--- src/rtl/bdne_pkg.sv ---
// Shared types and constants for the beam debounce / note event unit.
// No dependencies.
`default_nettype none

package bdne_pkg;

  localparam int NUM_BEAMS = 7;
  localparam int IDX_W     = 3;
  localparam int CFG_IDX_W = 3;
  localparam int CFG_DW    = 8;

  localparam logic [CFG_IDX_W-1:0] REG_BASE_NOTE     = 3'd0;
  localparam logic [CFG_IDX_W-1:0] REG_NOTE_INTERVAL = 3'd1;
  localparam logic [CFG_IDX_W-1:0] REG_VELOCITY      = 3'd2;
  localparam logic [CFG_IDX_W-1:0] REG_MIDI_ENABLE   = 3'd3;
  localparam logic [CFG_IDX_W-1:0] REG_AUDIO_ENABLE  = 3'd4;
  localparam logic [CFG_IDX_W-1:0] REG_DEBOUNCE_MS   = 3'd5;

  typedef struct packed {
    logic [6:0]  beam_bits;
    logic [31:0] now_ms;
  } in_beat_t;

  typedef struct packed {
    logic [2:0] beam_index;
    logic       is_note_on;
    logic [7:0] note;
    logic [6:0] note_velocity;
    logic       to_midi;
    logic       to_audio;
    logic       led_on;
    logic       last_event;
  } out_beat_t;

  typedef struct packed {
    logic [6:0] base_note;
    logic [6:0] note_interval;
    logic [6:0] velocity;
    logic       midi_enable;
    logic       audio_enable;
    logic [7:0] debounce_ms;
  } cfg_t;

  localparam cfg_t CFG_RESET = '{
    base_note:     7'd60,
    note_interval: 7'd2,
    velocity:      7'd100,
    midi_enable:   1'b1,
    audio_enable:  1'b1,
    debounce_ms:   8'd20
  };

  // one queued poll: which beams changed, their new level, LED after each event
  typedef struct packed {
    logic [NUM_BEAMS-1:0] mask;
    logic [NUM_BEAMS-1:0] level;
    logic [NUM_BEAMS-1:0] led;
  } poll_entry_t;

endpackage

`default_nettype wire

--- src/rtl/bdne_front.sv ---
// Front end: accepts polls, runs the debounce check and owns beam state.
// Depends on bdne_pkg.
`default_nettype none

module bdne_front (
  input  wire                   clk,
  input  wire                   rst,
  input  wire                   in_valid,
  output logic                  in_ready,
  input  bdne_pkg::in_beat_t    in_data,
  input  wire [7:0]             debounce_ms,
  output logic                  push_valid,
  output bdne_pkg::poll_entry_t push_data,
  input  wire                   push_ready
);
  import bdne_pkg::*;

  logic [NUM_BEAMS-1:0] stable;
  logic [31:0]          change_time [NUM_BEAMS];
  logic                 led;

  logic [31:0]          elapsed [NUM_BEAMS];
  logic [NUM_BEAMS-1:0] mask;
  logic [NUM_BEAMS-1:0] stable_next;
  logic [NUM_BEAMS-1:0] led_vec;
  logic                 led_next;
  logic                 accept;

  always_comb begin
    for (int i = 0; i < NUM_BEAMS; i++) begin
      elapsed[i] = in_data.now_ms - change_time[i];
      mask[i] = (in_data.beam_bits[i] != stable[i]) &&
                (elapsed[i] > {24'd0, debounce_ms});
    end
  end

  assign stable_next = stable ^ mask;

  // LED follows beam order; a release sees levels updated up to its own beam
  always_comb begin
    logic [NUM_BEAMS-1:0] view;
    logic                 l;
    view = stable;
    l    = led;
    for (int i = 0; i < NUM_BEAMS; i++) begin
      for (int j = 0; j < NUM_BEAMS; j++) begin
        view[j] = (j <= i) ? stable_next[j] : stable[j];
      end
      if (mask[i]) begin
        if (stable_next[i]) begin
          l = 1'b1;
        end else if (!(|view)) begin
          l = 1'b0;
        end
      end
      led_vec[i] = l;
    end
    led_next = l;
  end

  assign in_ready   = push_ready;
  assign accept     = in_valid && in_ready;
  assign push_valid = accept && (|mask);
  assign push_data  = '{mask: mask, level: stable_next, led: led_vec};

  always_ff @(posedge clk) begin
    if (rst) begin
      stable <= '0;
      led    <= 1'b0;
      for (int i = 0; i < NUM_BEAMS; i++) begin
        change_time[i] <= '0;
      end
    end else if (accept) begin
      stable <= stable_next;
      led    <= led_next;
      for (int i = 0; i < NUM_BEAMS; i++) begin
        if (mask[i]) begin
          change_time[i] <= in_data.now_ms;
        end
      end
    end
  end

endmodule

`default_nettype wire

--- src/rtl/bdne_queue.sv ---
// Small FIFO of classified polls between front and back end.
// Depends on bdne_pkg.
`default_nettype none

module bdne_queue #(
  parameter int DEPTH = 2
) (
  input  wire                   clk,
  input  wire                   rst,
  input  wire                   push_valid,
  output logic                  push_ready,
  input  bdne_pkg::poll_entry_t push_data,
  output logic                  pop_valid,
  input  wire                   pop_ready,
  output bdne_pkg::poll_entry_t pop_data
);
  import bdne_pkg::*;

  localparam int PW = (DEPTH > 1) ? $clog2(DEPTH) : 1;
  localparam int CW = $clog2(DEPTH + 1);

  poll_entry_t   slots [DEPTH];
  logic [PW-1:0] wr_ptr;
  logic [PW-1:0] rd_ptr;
  logic [CW-1:0] count;
  logic          do_push;
  logic          do_pop;

  assign push_ready = (count != CW'(DEPTH));
  assign pop_valid  = (count != '0);
  assign pop_data   = slots[rd_ptr];
  assign do_push    = push_valid && push_ready;
  assign do_pop     = pop_valid && pop_ready;

  always_ff @(posedge clk) begin
    if (rst) begin
      wr_ptr <= '0;
      rd_ptr <= '0;
      count  <= '0;
    end else begin
      if (do_push) begin
        wr_ptr <= (wr_ptr == PW'(DEPTH - 1)) ? '0 : wr_ptr + 1'b1;
      end
      if (do_pop) begin
        rd_ptr <= (rd_ptr == PW'(DEPTH - 1)) ? '0 : rd_ptr + 1'b1;
      end
      if (do_push && !do_pop) begin
        count <= count + 1'b1;
      end else if (do_pop && !do_push) begin
        count <= count - 1'b1;
      end
    end
  end

  always_ff @(posedge clk) begin
    if (do_push) begin
      slots[wr_ptr] <= push_data;
    end
  end

endmodule

`default_nettype wire

--- src/rtl/bdne_back.sv ---
// Back end: walks the changed beams of a poll and emits one event per beat.
// Depends on bdne_pkg.
`default_nettype none

module bdne_back (
  input  wire                   clk,
  input  wire                   rst,
  input  wire                   pop_valid,
  output logic                  pop_ready,
  input  bdne_pkg::poll_entry_t pop_data,
  input  bdne_pkg::cfg_t        cfg,
  output logic                  out_valid,
  input  wire                   out_ready,
  output bdne_pkg::out_beat_t   out_data
);
  import bdne_pkg::*;

  logic                 cur_valid;
  logic [NUM_BEAMS-1:0] rem;
  logic [NUM_BEAMS-1:0] level;
  logic [NUM_BEAMS-1:0] led;

  logic                 advance;
  logic                 emit;
  logic [IDX_W-1:0]     sel_idx;
  logic [NUM_BEAMS-1:0] rem_after;
  logic                 last;
  logic [9:0]           prod;
  logic [7:0]           note;

  always_comb begin
    sel_idx = '0;
    for (int i = NUM_BEAMS - 1; i >= 0; i--) begin
      if (rem[i]) begin
        sel_idx = IDX_W'(i);
      end
    end
  end

  always_comb begin
    rem_after = rem;
    rem_after[sel_idx] = 1'b0;
  end

  assign last      = (rem_after == '0);
  assign advance   = !out_valid || out_ready;
  assign emit      = advance && cur_valid;
  assign pop_ready = !cur_valid || (emit && last);
  assign prod      = 10'(sel_idx) * 10'(cfg.note_interval);
  assign note      = {1'b0, cfg.base_note} + prod[7:0];

  always_ff @(posedge clk) begin
    if (rst) begin
      cur_valid <= 1'b0;
      out_valid <= 1'b0;
    end else begin
      if (advance) begin
        out_valid <= cur_valid;
      end
      if (pop_valid && pop_ready) begin
        cur_valid <= 1'b1;
      end else if (emit && last) begin
        cur_valid <= 1'b0;
      end
    end
  end

  always_ff @(posedge clk) begin
    if (pop_valid && pop_ready) begin
      rem   <= pop_data.mask;
      level <= pop_data.level;
      led   <= pop_data.led;
    end else if (emit) begin
      rem <= rem_after;
    end
    if (emit) begin
      out_data.beam_index    <= sel_idx;
      out_data.is_note_on    <= level[sel_idx];
      out_data.note          <= note;
      out_data.note_velocity <= level[sel_idx] ? cfg.velocity : '0;
      out_data.to_midi       <= cfg.midi_enable;
      out_data.to_audio      <= cfg.audio_enable;
      out_data.led_on        <= led[sel_idx];
      out_data.last_event    <= last;
    end
  end

`ifndef SYNTHESIS
  a_on_lights_led: assert property (@(posedge clk) disable iff (rst)
    out_valid && out_data.is_note_on |-> out_data.led_on)
    else $error("note-on without LED");

  a_off_zero_vel: assert property (@(posedge clk) disable iff (rst)
    out_valid && !out_data.is_note_on |-> out_data.note_velocity == '0)
    else $error("note-off with velocity");

  a_busy_has_work: assert property (@(posedge clk) disable iff (rst)
    cur_valid |-> rem != '0)
    else $error("active poll with no beams left");

  a_reset_idle: assert property (@(posedge clk)
    rst |=> !out_valid && !cur_valid)
    else $error("output busy after reset");
`endif

endmodule

`default_nettype wire

--- src/rtl/beam_debounce_note_events_unit.sv ---
// Top level of the beam debounce / note event unit: config registers,
// front end, poll queue and event back end. Depends on bdne_pkg and submodules.
//
//   channel  dir  payload       beat
//   in       in   in_beat_t     one poll (beam bits, ms timestamp)
//   out      out  out_beat_t    one note event
//   cfg      in   index, data   one register write
//
// A poll is taken each cycle while the queue has room; state updates on accept.
// The back end sends one event per cycle unless out_ready stalls it, so a poll
// with k changes gives k events; at most 7 events per poll.
// Output register lets the back end stall alone; queue depth is QUEUE_DEPTH polls.
// Reset restores register defaults and clears beam state; no clearing pass.
`default_nettype none

module beam_debounce_note_events_unit #(
  parameter int QUEUE_DEPTH = 2
) (
  input  wire                           clk,
  input  wire                           rst,
  input  wire                           in_valid,
  output logic                          in_ready,
  input  bdne_pkg::in_beat_t            in_data,
  output logic                          out_valid,
  input  wire                           out_ready,
  output bdne_pkg::out_beat_t           out_data,
  input  wire                           cfg_valid,
  output logic                          cfg_ready,
  input  wire [bdne_pkg::CFG_IDX_W-1:0] cfg_index,
  input  wire [bdne_pkg::CFG_DW-1:0]    cfg_data
);
  import bdne_pkg::*;

  cfg_t        cfg;
  logic        push_valid;
  logic        push_ready;
  poll_entry_t push_data;
  logic        pop_valid;
  logic        pop_ready;
  poll_entry_t pop_data;

  assign cfg_ready = 1'b1;

  always_ff @(posedge clk) begin
    if (rst) begin
      cfg <= CFG_RESET;
    end else if (cfg_valid && cfg_ready) begin
      case (cfg_index)
        REG_BASE_NOTE:     cfg.base_note     <= cfg_data[6:0];
        REG_NOTE_INTERVAL: cfg.note_interval <= cfg_data[6:0];
        REG_VELOCITY:      cfg.velocity      <= cfg_data[6:0];
        REG_MIDI_ENABLE:   cfg.midi_enable   <= cfg_data[0];
        REG_AUDIO_ENABLE:  cfg.audio_enable  <= cfg_data[0];
        REG_DEBOUNCE_MS:   cfg.debounce_ms   <= cfg_data;
        default: begin
        end
      endcase
    end
  end

  bdne_front u_front (
    .clk         (clk),
    .rst         (rst),
    .in_valid    (in_valid),
    .in_ready    (in_ready),
    .in_data     (in_data),
    .debounce_ms (cfg.debounce_ms),
    .push_valid  (push_valid),
    .push_data   (push_data),
    .push_ready  (push_ready)
  );

  bdne_queue #(
    .DEPTH (QUEUE_DEPTH)
  ) u_queue (
    .clk        (clk),
    .rst        (rst),
    .push_valid (push_valid),
    .push_ready (push_ready),
    .push_data  (push_data),
    .pop_valid  (pop_valid),
    .pop_ready  (pop_ready),
    .pop_data   (pop_data)
  );

  bdne_back u_back (
    .clk       (clk),
    .rst       (rst),
    .pop_valid (pop_valid),
    .pop_ready (pop_ready),
    .pop_data  (pop_data),
    .cfg       (cfg),
    .out_valid (out_valid),
    .out_ready (out_ready),
    .out_data  (out_data)
  );

endmodule

`default_nettype wire

--- config.mk ---
export PLATFORM = sky130hd
export DESIGN_NAME = beam_debounce_note_events_unit
export DESIGN_NICKNAME = d
export VERILOG_FILES = /design/src/rtl/bdne_pkg.sv /design/src/rtl/bdne_front.sv /design/src/rtl/bdne_queue.sv /design/src/rtl/bdne_back.sv /design/src/rtl/beam_debounce_note_events_unit.sv
export SDC_FILE = /design/constraint.sdc
export NUM_CORES = 1
export LEC_CHECK = 0
export BUFFER_PORTS_ARGS = -buffer_cell sky130_fd_sc_hd__buf_2
export CORE_ASPECT_RATIO = 0.5
export CORE_UTILIZATION = 35
export DETAILED_ROUTE_END_ITERATION = 10
export GPL_TIMING_DRIVEN = 0
export SYNTH_ARGS = -nofsm -noshare
export SYNTH_HDL_FRONTEND = slang
export SYNTH_SLANG_ARGS = --single-unit
--- constraint.sdc ---
create_clock -name clk -period 17.4 [get_ports clk]
set_input_delay 0.87 -clock clk [delete_from_list [all_inputs] [get_ports clk]]
set_output_delay 0.87 -clock clk [all_outputs]
set_load 0.1 [all_outputs]
==> results of run 1 <==
==> worst max path at each step <==
stage / endpoint / slack [ns] / cells past startpoint
CTS: u_front.change_time[0][136]$_SDFFCE_PN0P_ / 9.50 / 23
global route: u_front.change_time[0][117]$_SDFFCE_PN0P_ / 9.37 / 22
global placement: u_front.change_time[0][115]$_SDFFCE_PN0P_ / 8.91 / 22
floorplan: u_front.change_time[0][128]$_SDFFCE_PN0P_ / 11.28 / 23
detailed placement: u_front.change_time[0][129]$_SDFFCE_PN0P_ / 8.88 / 23
finish: u_front.change_time[0][114]$_SDFFCE_PN0P_ / 9.71 / 22
==> cells in the final DEF, fill, tap and decap left out, types with 55 or more instances in the layout <==
cell type,instances
nand3_1,68
nand2_1,269
a21oi_1,241
xnor2_1,70
clkbuf_1,117
mux2i_1,55
inv_1,355
nand4_1,70
nor3_1,80
buf_2,79
o21ai_0,147
ha_1,283
nor2_1,412
a21o_1,78
edfxtp_1,310
==> final cells by class <==
cell class / instances / area, um^2
diodes: 2 / 5.005
plain buffers: 113 / 430.4
clock buffers: 48 / 1010
clock inverters: 24 / 270.3
fillers: 8263 / 49790
inverters: 356 / 1336
multi-input cells: 2556 / 17360
flip-flops and latches: 356 / 10230
well taps: 1102 / 1379
repair buffers: 82 / 498.0
==> metrics by stage <==
stage               hold slack (ns)  utilization, %  worst slack (ns)  std cells
global placement             0.4071           37.80             8.905       4560
global route                 0.4424           39.51             9.368       4639
CTS                          0.4320           39.47             9.502       4636
finish                       0.4363           39.51             9.715       4639
floorplan                    0.4019               -             11.28       3381
detailed placement           0.4238           37.91             8.884       4564
==> cell families after synthesis <==
logic type / synth area share, %
simple gates: 18.68
buf+inv: 6.019
mux: 3.308
xor+xnor: 3.402
compound gates: 20.40
fa+ha+maj: 13.32
flops: 34.85
other cells: 0.01278
==> power by group <==
| group | switching [uW] | total, uW | internal, uW |
|---|---|---|---|
| logic | 1160 | 1770 | 603 |
| registers | 52.3 | 1180 | 1130 |
| clock network | 387 | 855 | 468 |
| total | 1600 | 3800 | 2200 |
==> sequential cells by signal (all words and copies together), names as in the netlist, 2 cells and up, named ones only <==
name and flops:
cfg 31, u_queue.slots 42, u_front.change_time 224, u_back.rem 7, u_back.level 7, u_back.out_data 23
u_queue.count 2, u_back.led 7, u_front.stable 7
==> layer usage <==
layer  vias to the layer above  GRT usage, %  part of all wire [%]
li1                      12608             -                     -
met5                         -             0                     0
met4                         0         10.62                   5.0
met1                     12801         32.84                    46
met3                       195         3.691                   7.5
met2                       909         34.27                    41
==> impl_metrics.json, run 1 <==
{
  "holdCritPathClass": "flip-flop to flip-flop",
  "vias_per_cell": 5.715,
  "path_class": "input pin to flip-flop",
  "yosysUniqueCellTypes": 97,
  "finalCritPeriodShare_pct": 44.17,
  "critPathMaxStageDelay_ns": 1.01,
  "cts_resized": 0,
  "drtPass1Iterations": 6,
  "gp_congestion": 0.9409,
  "drt-initial-drc-count": 2897,
  "core-area_um2": 82310,
  "cts.path.max_buffers": 3,
  "powerDensity_nw_per_um2": 116.9,
  "syn_nets": 3737,
  "hold_path.startpoint": "cfg[8]$_SDFFE_PP1P_",
  "syn_avg_cell_area_um2": 8.682,
  "vias": 26513,
  "holdPathStages": 0,
  "core.rowCount": 74,
  "die-area_um2": 85100,
  "cts-htree-levels": 2,
  "crit_start": "in_data[1]",
  "reg2reg_depth": 22,
  "reg2reg_from": "u_front.change_time[0][97]$_SDFFCE_PN0P_",
  "tns_ns": 0,
  "arrival_ns": 7.78,
  "synth-seq-cells": 356,
  "synth_largest_area_cell": "edfxtp_1",
  "holdPathEnd": "u_back.out_data[2]$_DFFE_PP_",
  "grt.overflow.total": 0,
  "cts_setup_buffers": 0,
  "track_usage_pct": 23.09,
  "path_delay_family": "simple AND/OR/NAND/NOR gates",
  "cap_violations": 1,
  "syn_inst": 3381,
  "antenna_found_initial": 5,
  "die_w_um": 411.6,
  "layout.nets": 3860,
  "crit_required_ns": 17.50,
  "synth-edff-count": 310,
  "layout-drive-gt1-share_pct": 6.167,
  "yosys-top-cells-count": "nor2_1 (412), inv_1 (355), edfxtp_1 (310), ha_1 (283), nand2_1 (271)",
  "die_h_um": 206.8,
  "maxSlewHeadroom_pct": -0.3589,
  "root_buffer": "clkbuf_16",
  "reg2reg_slack_ns": 10.06,
  "grt_pass1_vias": 24337,
  "rr_endpoint": "u_front.change_time[0][114]$_SDFFCE_PN0P_",
  "fin_area_um2": 32520,
  "synth_top_area_share_pct": 31.71,
  "finalHoldViolations": 0,
  "area_delta_synth_final_pct": 10.80,
  "wl_per_cell_um": 21.41,
  "skew_ns": 0.04578,
  "power_uw": 3802,
  "failed_checks": "capacitance limit, slew limit",
  "yosys_most_used_dff": "edfxtp_1",
  "grt_pass1_wl_um": 148500,
  "p_leak_uw": 0.01289,
  "worst-path-buf-inv": 2,
  "pin_count": 81,
  "ctsHoldBuffers": 0,
  "mappedNetlistArea_um2": 29350,
  "ys_seq_area_share_pct": 34.85,
  "hpwl_um": 71120,
  "cts_made_buffers": 39,
  "ys_top_cells_by_area": "edfxtp_1 (32%), ha_1 (12%), nor2_1 (5.3%)",
  "setup_viol": 0,
  "grt_max_degree": 33,
  "place_area_um2": 31210,
  "crit_chain": "buf_2 > ha_1 > nor2b_1 > o31ai_1 > a21oi_1 > o21ai_0 > nand2b_1 > xnor2_1 > ha_1 > a21oi_1 > o21ai_0 > mux2i_1 > a21oi_1 > a2111oi_0 > nand4b_1 > nor4_1 > nand4_1 > nor4_2 > nor2_1 > nand2_1 > clkbuf_1 > nand2_2",
  "worstPathMaxFanout": 32,
  "drc": 0,
  "synth.most_common_cell": "nor2_1",
  "cpMostUsedCell": "a21oi_1",
  "port_buffers": 77,
  "status": "finished with violations",
  "async_flop_share_pct": 0,
  "max_freq_mhz": 130.1,
  "worstMarginPinSlew_ns": 1.467,
  "cp-start-kind": "input pin",
  "synth_warnings": 0,
  "clk_pin_slew_worst_paths_ns": 0.07,
  "slowest_stage": "nor4_2",
  "initial_core_util_pct": 35.66,
  "grt_setup_unrepaired": "false",
  "clock-sinks": 356,
  "ir_drop_uv": 88.96,
  "crit_path_end_kind": "flip-flop",
  "wirelength_um": 99340,
  "ant_nets": 0,
  "report.final.slew_viol_count": 1,
  "layout_min_cycle_time_ns": 7.685,
  "tritoncts": "yes",
  "worstSkewPairLatency_ns": 0.63
}
(Power assumes the default switching activity.)
==> inputs of run 2 (changes only) <==
==> constraint.sdc (replaced) <==
create_clock -name clk -period 6.7 [get_ports clk]
set_input_delay 0.335 -clock clk [delete_from_list [all_inputs] [get_ports clk]]
set_output_delay 0.335 -clock clk [all_outputs]
set_load 0.1 [all_outputs]
==> run 2 against run 1 <==
  * The run still ends with capacitance limit, slew limit left
  * Via count grew 0.22%
  * Core utilization grew 0.15 points
  * Combinational power grew to 2.6 times the previous value
  * Clock skew shrank 0.0035 ns
  * Die area is the same
  * Register-to-register slack lost 9.8 ns
  * Cell area grew 0.38%
  * Worst setup slack lost 9.4 ns
  * Sequential power grew to 2.6 times the previous value
  * Total power grew to 2.6 times the previous value
  * Hold slack lost 0.40 ns
  * Non-clock buffer count grew 9
==> impl_metrics.json, run 2 (synthesis gave the netlist of run 1 again) <==
{
  "antenna_found_initial": 5,
  "grt_max_degree": 33,
  "layout.nets": 3870,
  "vias": 26572,
  "wl_per_cell_um": 21.44,
  "grt.overflow.total": 0,
  "rr_endpoint": "u_front.change_time[0][68]$_SDFFCE_PN0P_",
  "track_usage_pct": 23.11,
  "use_met2_pct": 34.29,
  "hpwl_um": 71120,
  "core.rowCount": 74,
  "internal_power_uw": 5712,
  "seq_power_share_pct": 31.0,
  "cp-start-kind": "flip-flop",
  "arrival_ns": 6.51,
  "largestRegisters": "u_front.change_time: 224 flops, u_queue.slots: 42 flops, cfg: 31 flops",
  "die_w_um": 411.6,
  "p_leak_uw": 0.01295,
  "die_h_um": 206.8,
  "worstPathMaxFanout": 32,
  "holdPathStages": 3,
  "maxSlewHeadroom_pct": -3.812,
  "power.share.clock_pct": 22.5,
  "tritoncts": "yes",
  "reg2reg_slack_ns": 0.30,
  "area_delta_synth_final_pct": 11.22,
  "setup_viol": 0,
  "ant_nets": 0,
  "layout-drive-gt1-share_pct": 6.488,
  "failed_checks": "capacitance limit, slew limit",
  "report.final.slew_viol_count": 12,
  "finalCritPeriodShare_pct": 95.58,
  "p_sw_uw": 4176,
  "worstMarginPinSlew_ns": 1.557,
  "grt_pass1_vias": 24366,
  "reg2reg_depth": 19,
  "crit_path_end_kind": "flip-flop",
  "finalHoldViolations": 0,
  "drt-initial-drc-count": 2731,
  "crit_required_ns": 6.81,
  "port_buffers": 77,
  "multiInputGateArea_um2": 17420,
  "final_util_pct": 39.66,
  "cts-htree-levels": 2,
  "cts_made_buffers": 39,
  "grt_pass1_wl_um": 148700,
  "path_class": "flip-flop to flip-flop",
  "hold_path.startpoint": "cfg_data[4]",
  "initial_core_util_pct": 35.66,
  "skew_ns": 0.04225,
  "post-place-cells": 4564,
  "clk_pin_slew_worst_paths_ns": 0.07,
  "ir_drop_uv": 231.1,
  "powerDensity_nw_per_um2": 302.9,
  "globalRouteMet1Util_pct": 32.81,
  "busiest_layer": "met2",
  "largest_reg_flops": 224,
  "nFillCells": 8256,
  "die-area_um2": 85100,
  "drc": 0,
  "holdCritPathClass": "input pin to flip-flop",
  "mostFrequentLayoutCell": "nor2_1",
  "clock-sinks": 356,
  "fin_area_um2": 32650,
  "place_area_um2": 31210,
  "vias_per_cell": 5.716,
  "status": "finished with violations",
  "layout_min_cycle_time_ns": 6.404,
  "layout_common_cells": "nor2_1 (412), inv_1 (355), edfxtp_1 (310)",
  "core-area_um2": 82310,
  "grt_setup_unrepaired": "false",
  "power_frac_comb_pct": 46.5,
  "pin_count": 81,
  "max_freq_mhz": 156.2,
  "swShare_pct": 42.23,
  "power_uw": 9889,
  "seq_area_um2": 10230,
  "top_register": "u_front.change_time",
  "wirelength_um": 99670,
  "cts.path.max_buffers": 3,
  "worstSkewPairLatency_ns": 0.63,
  "drtPass1Iterations": 6,
  "holdPathEnd": "cfg[28]$_SDFFE_PP1P_",
  "root_buffer": "clkbuf_16",
  "grt_util_met3_pct": 3.751,
  "gp_congestion": 0.9409,
  "reg2reg_from": "u_front.change_time[0][64]$_SDFFCE_PN0P_",
  "cap_violations": 1,
  "stdcell_count": 4649
}
## run 2: cell types whose count changed in the layout (fill, tap and decap cells not counted), sizes merged
cell / change
buf: +3
nand2: +1
dlygate4sd3: +6
## run 2: repair_timing
item,CTS,global route
setup endpoints to repair,135,199
resized for setup,5,13
pin swaps,1,1
hold endpoints to repair,9,0
cloned,0,1
hold buffers,6,0
setup buffers,2,2
## run 2: worst max-delay path by stage
stage,start,to,slack [ns],cells past startpoint
after global routing,u_front.change_time[0][65]$_SDFFCE_PN0P_,u_front.change_time[0][67]$_SDFFCE_PN0P_,0.02,20
after floorplan,in_data[0],u_front.change_time[0][128]$_SDFFCE_PN0P_,1.11,23
after global placement,in_data[1],u_front.change_time[0][115]$_SDFFCE_PN0P_,-1.26,22
after CTS,u_front.change_time[0][97]$_SDFFCE_PN0P_,u_queue.slots[1][1]$_DFFE_PP_,0.06,22
after detailed placement,in_data[1],u_front.change_time[0][129]$_SDFFCE_PN0P_,-1.28,23
final,u_front.change_time[0][64]$_SDFFCE_PN0P_,u_front.change_time[0][68]$_SDFFCE_PN0P_,0.30,19
## run 2: power groups by stage
stage                     clock network, uW  logic (uW)  registers, uW
after floorplan                           0        3020           3460
after global placement                    0        4440           3110
after detailed placement                  0        4510           3120
after CTS                              2260        4550           3070
after global routing                   2340        5070           3110
final                                  2220        4600           3060
## run 2: metrics by stage
stage / worst slack, ns / hold slack (ns) / setup TNS (ns)
after floorplan: 1.114 / 0.4019 / 0
after global placement: -1.260 / 0.4071 / -144.69
after detailed placement: -1.281 / 0.4238 / -131.92
after CTS: 0.05611 / 0.003652 / 0
after global routing: 0.01649 / 0.02058 / 0
final: 0.2961 / 0.03681 / 0
## run 2: metal layers
metal  up-vias  share of wire [%]
met5         -                  0
met4         0                5.1
met3       201                7.8
met2       942                 41
met1     12789                 46
li1      12640                  -
## run 2: critical path: stages, from the launching register on
cell and delay (ns):
edfxtp_1 0.33, ha_1 0.17, inv_1 0.06, fa_1 0.43, a211oi_1 0.28, o21ai_1 0.23
xnor2_1 0.18, ha_1 0.31, nand4_1 0.11, a21oi_1 0.07, a2111oi_0 0.52, o21ai_0 0.20
nor3_1 0.32, nand4b_1 0.25, nor4_4 0.70, a21o_1 0.22, inv_1 0.11, nand2_1 0.41
clkbuf_1 0.42, nand2_2 0.54
## run 2: area by class of cell
| type | instances | area share, % |
|---|---|---|
| flip-flops and latches | 356 | 31.33 |
| repair buffers | 91 | 1.717 |
| multi-input cells | 2557 | 53.37 |
| well taps | 1102 | 4.223 |
| inverters | 356 | 4.093 |
| diodes | 2 | 0.01533 |
| clock buffers | 48 | 3.093 |
| plain buffers | 113 | 1.326 |
| clock inverters | 24 | 0.8278 |
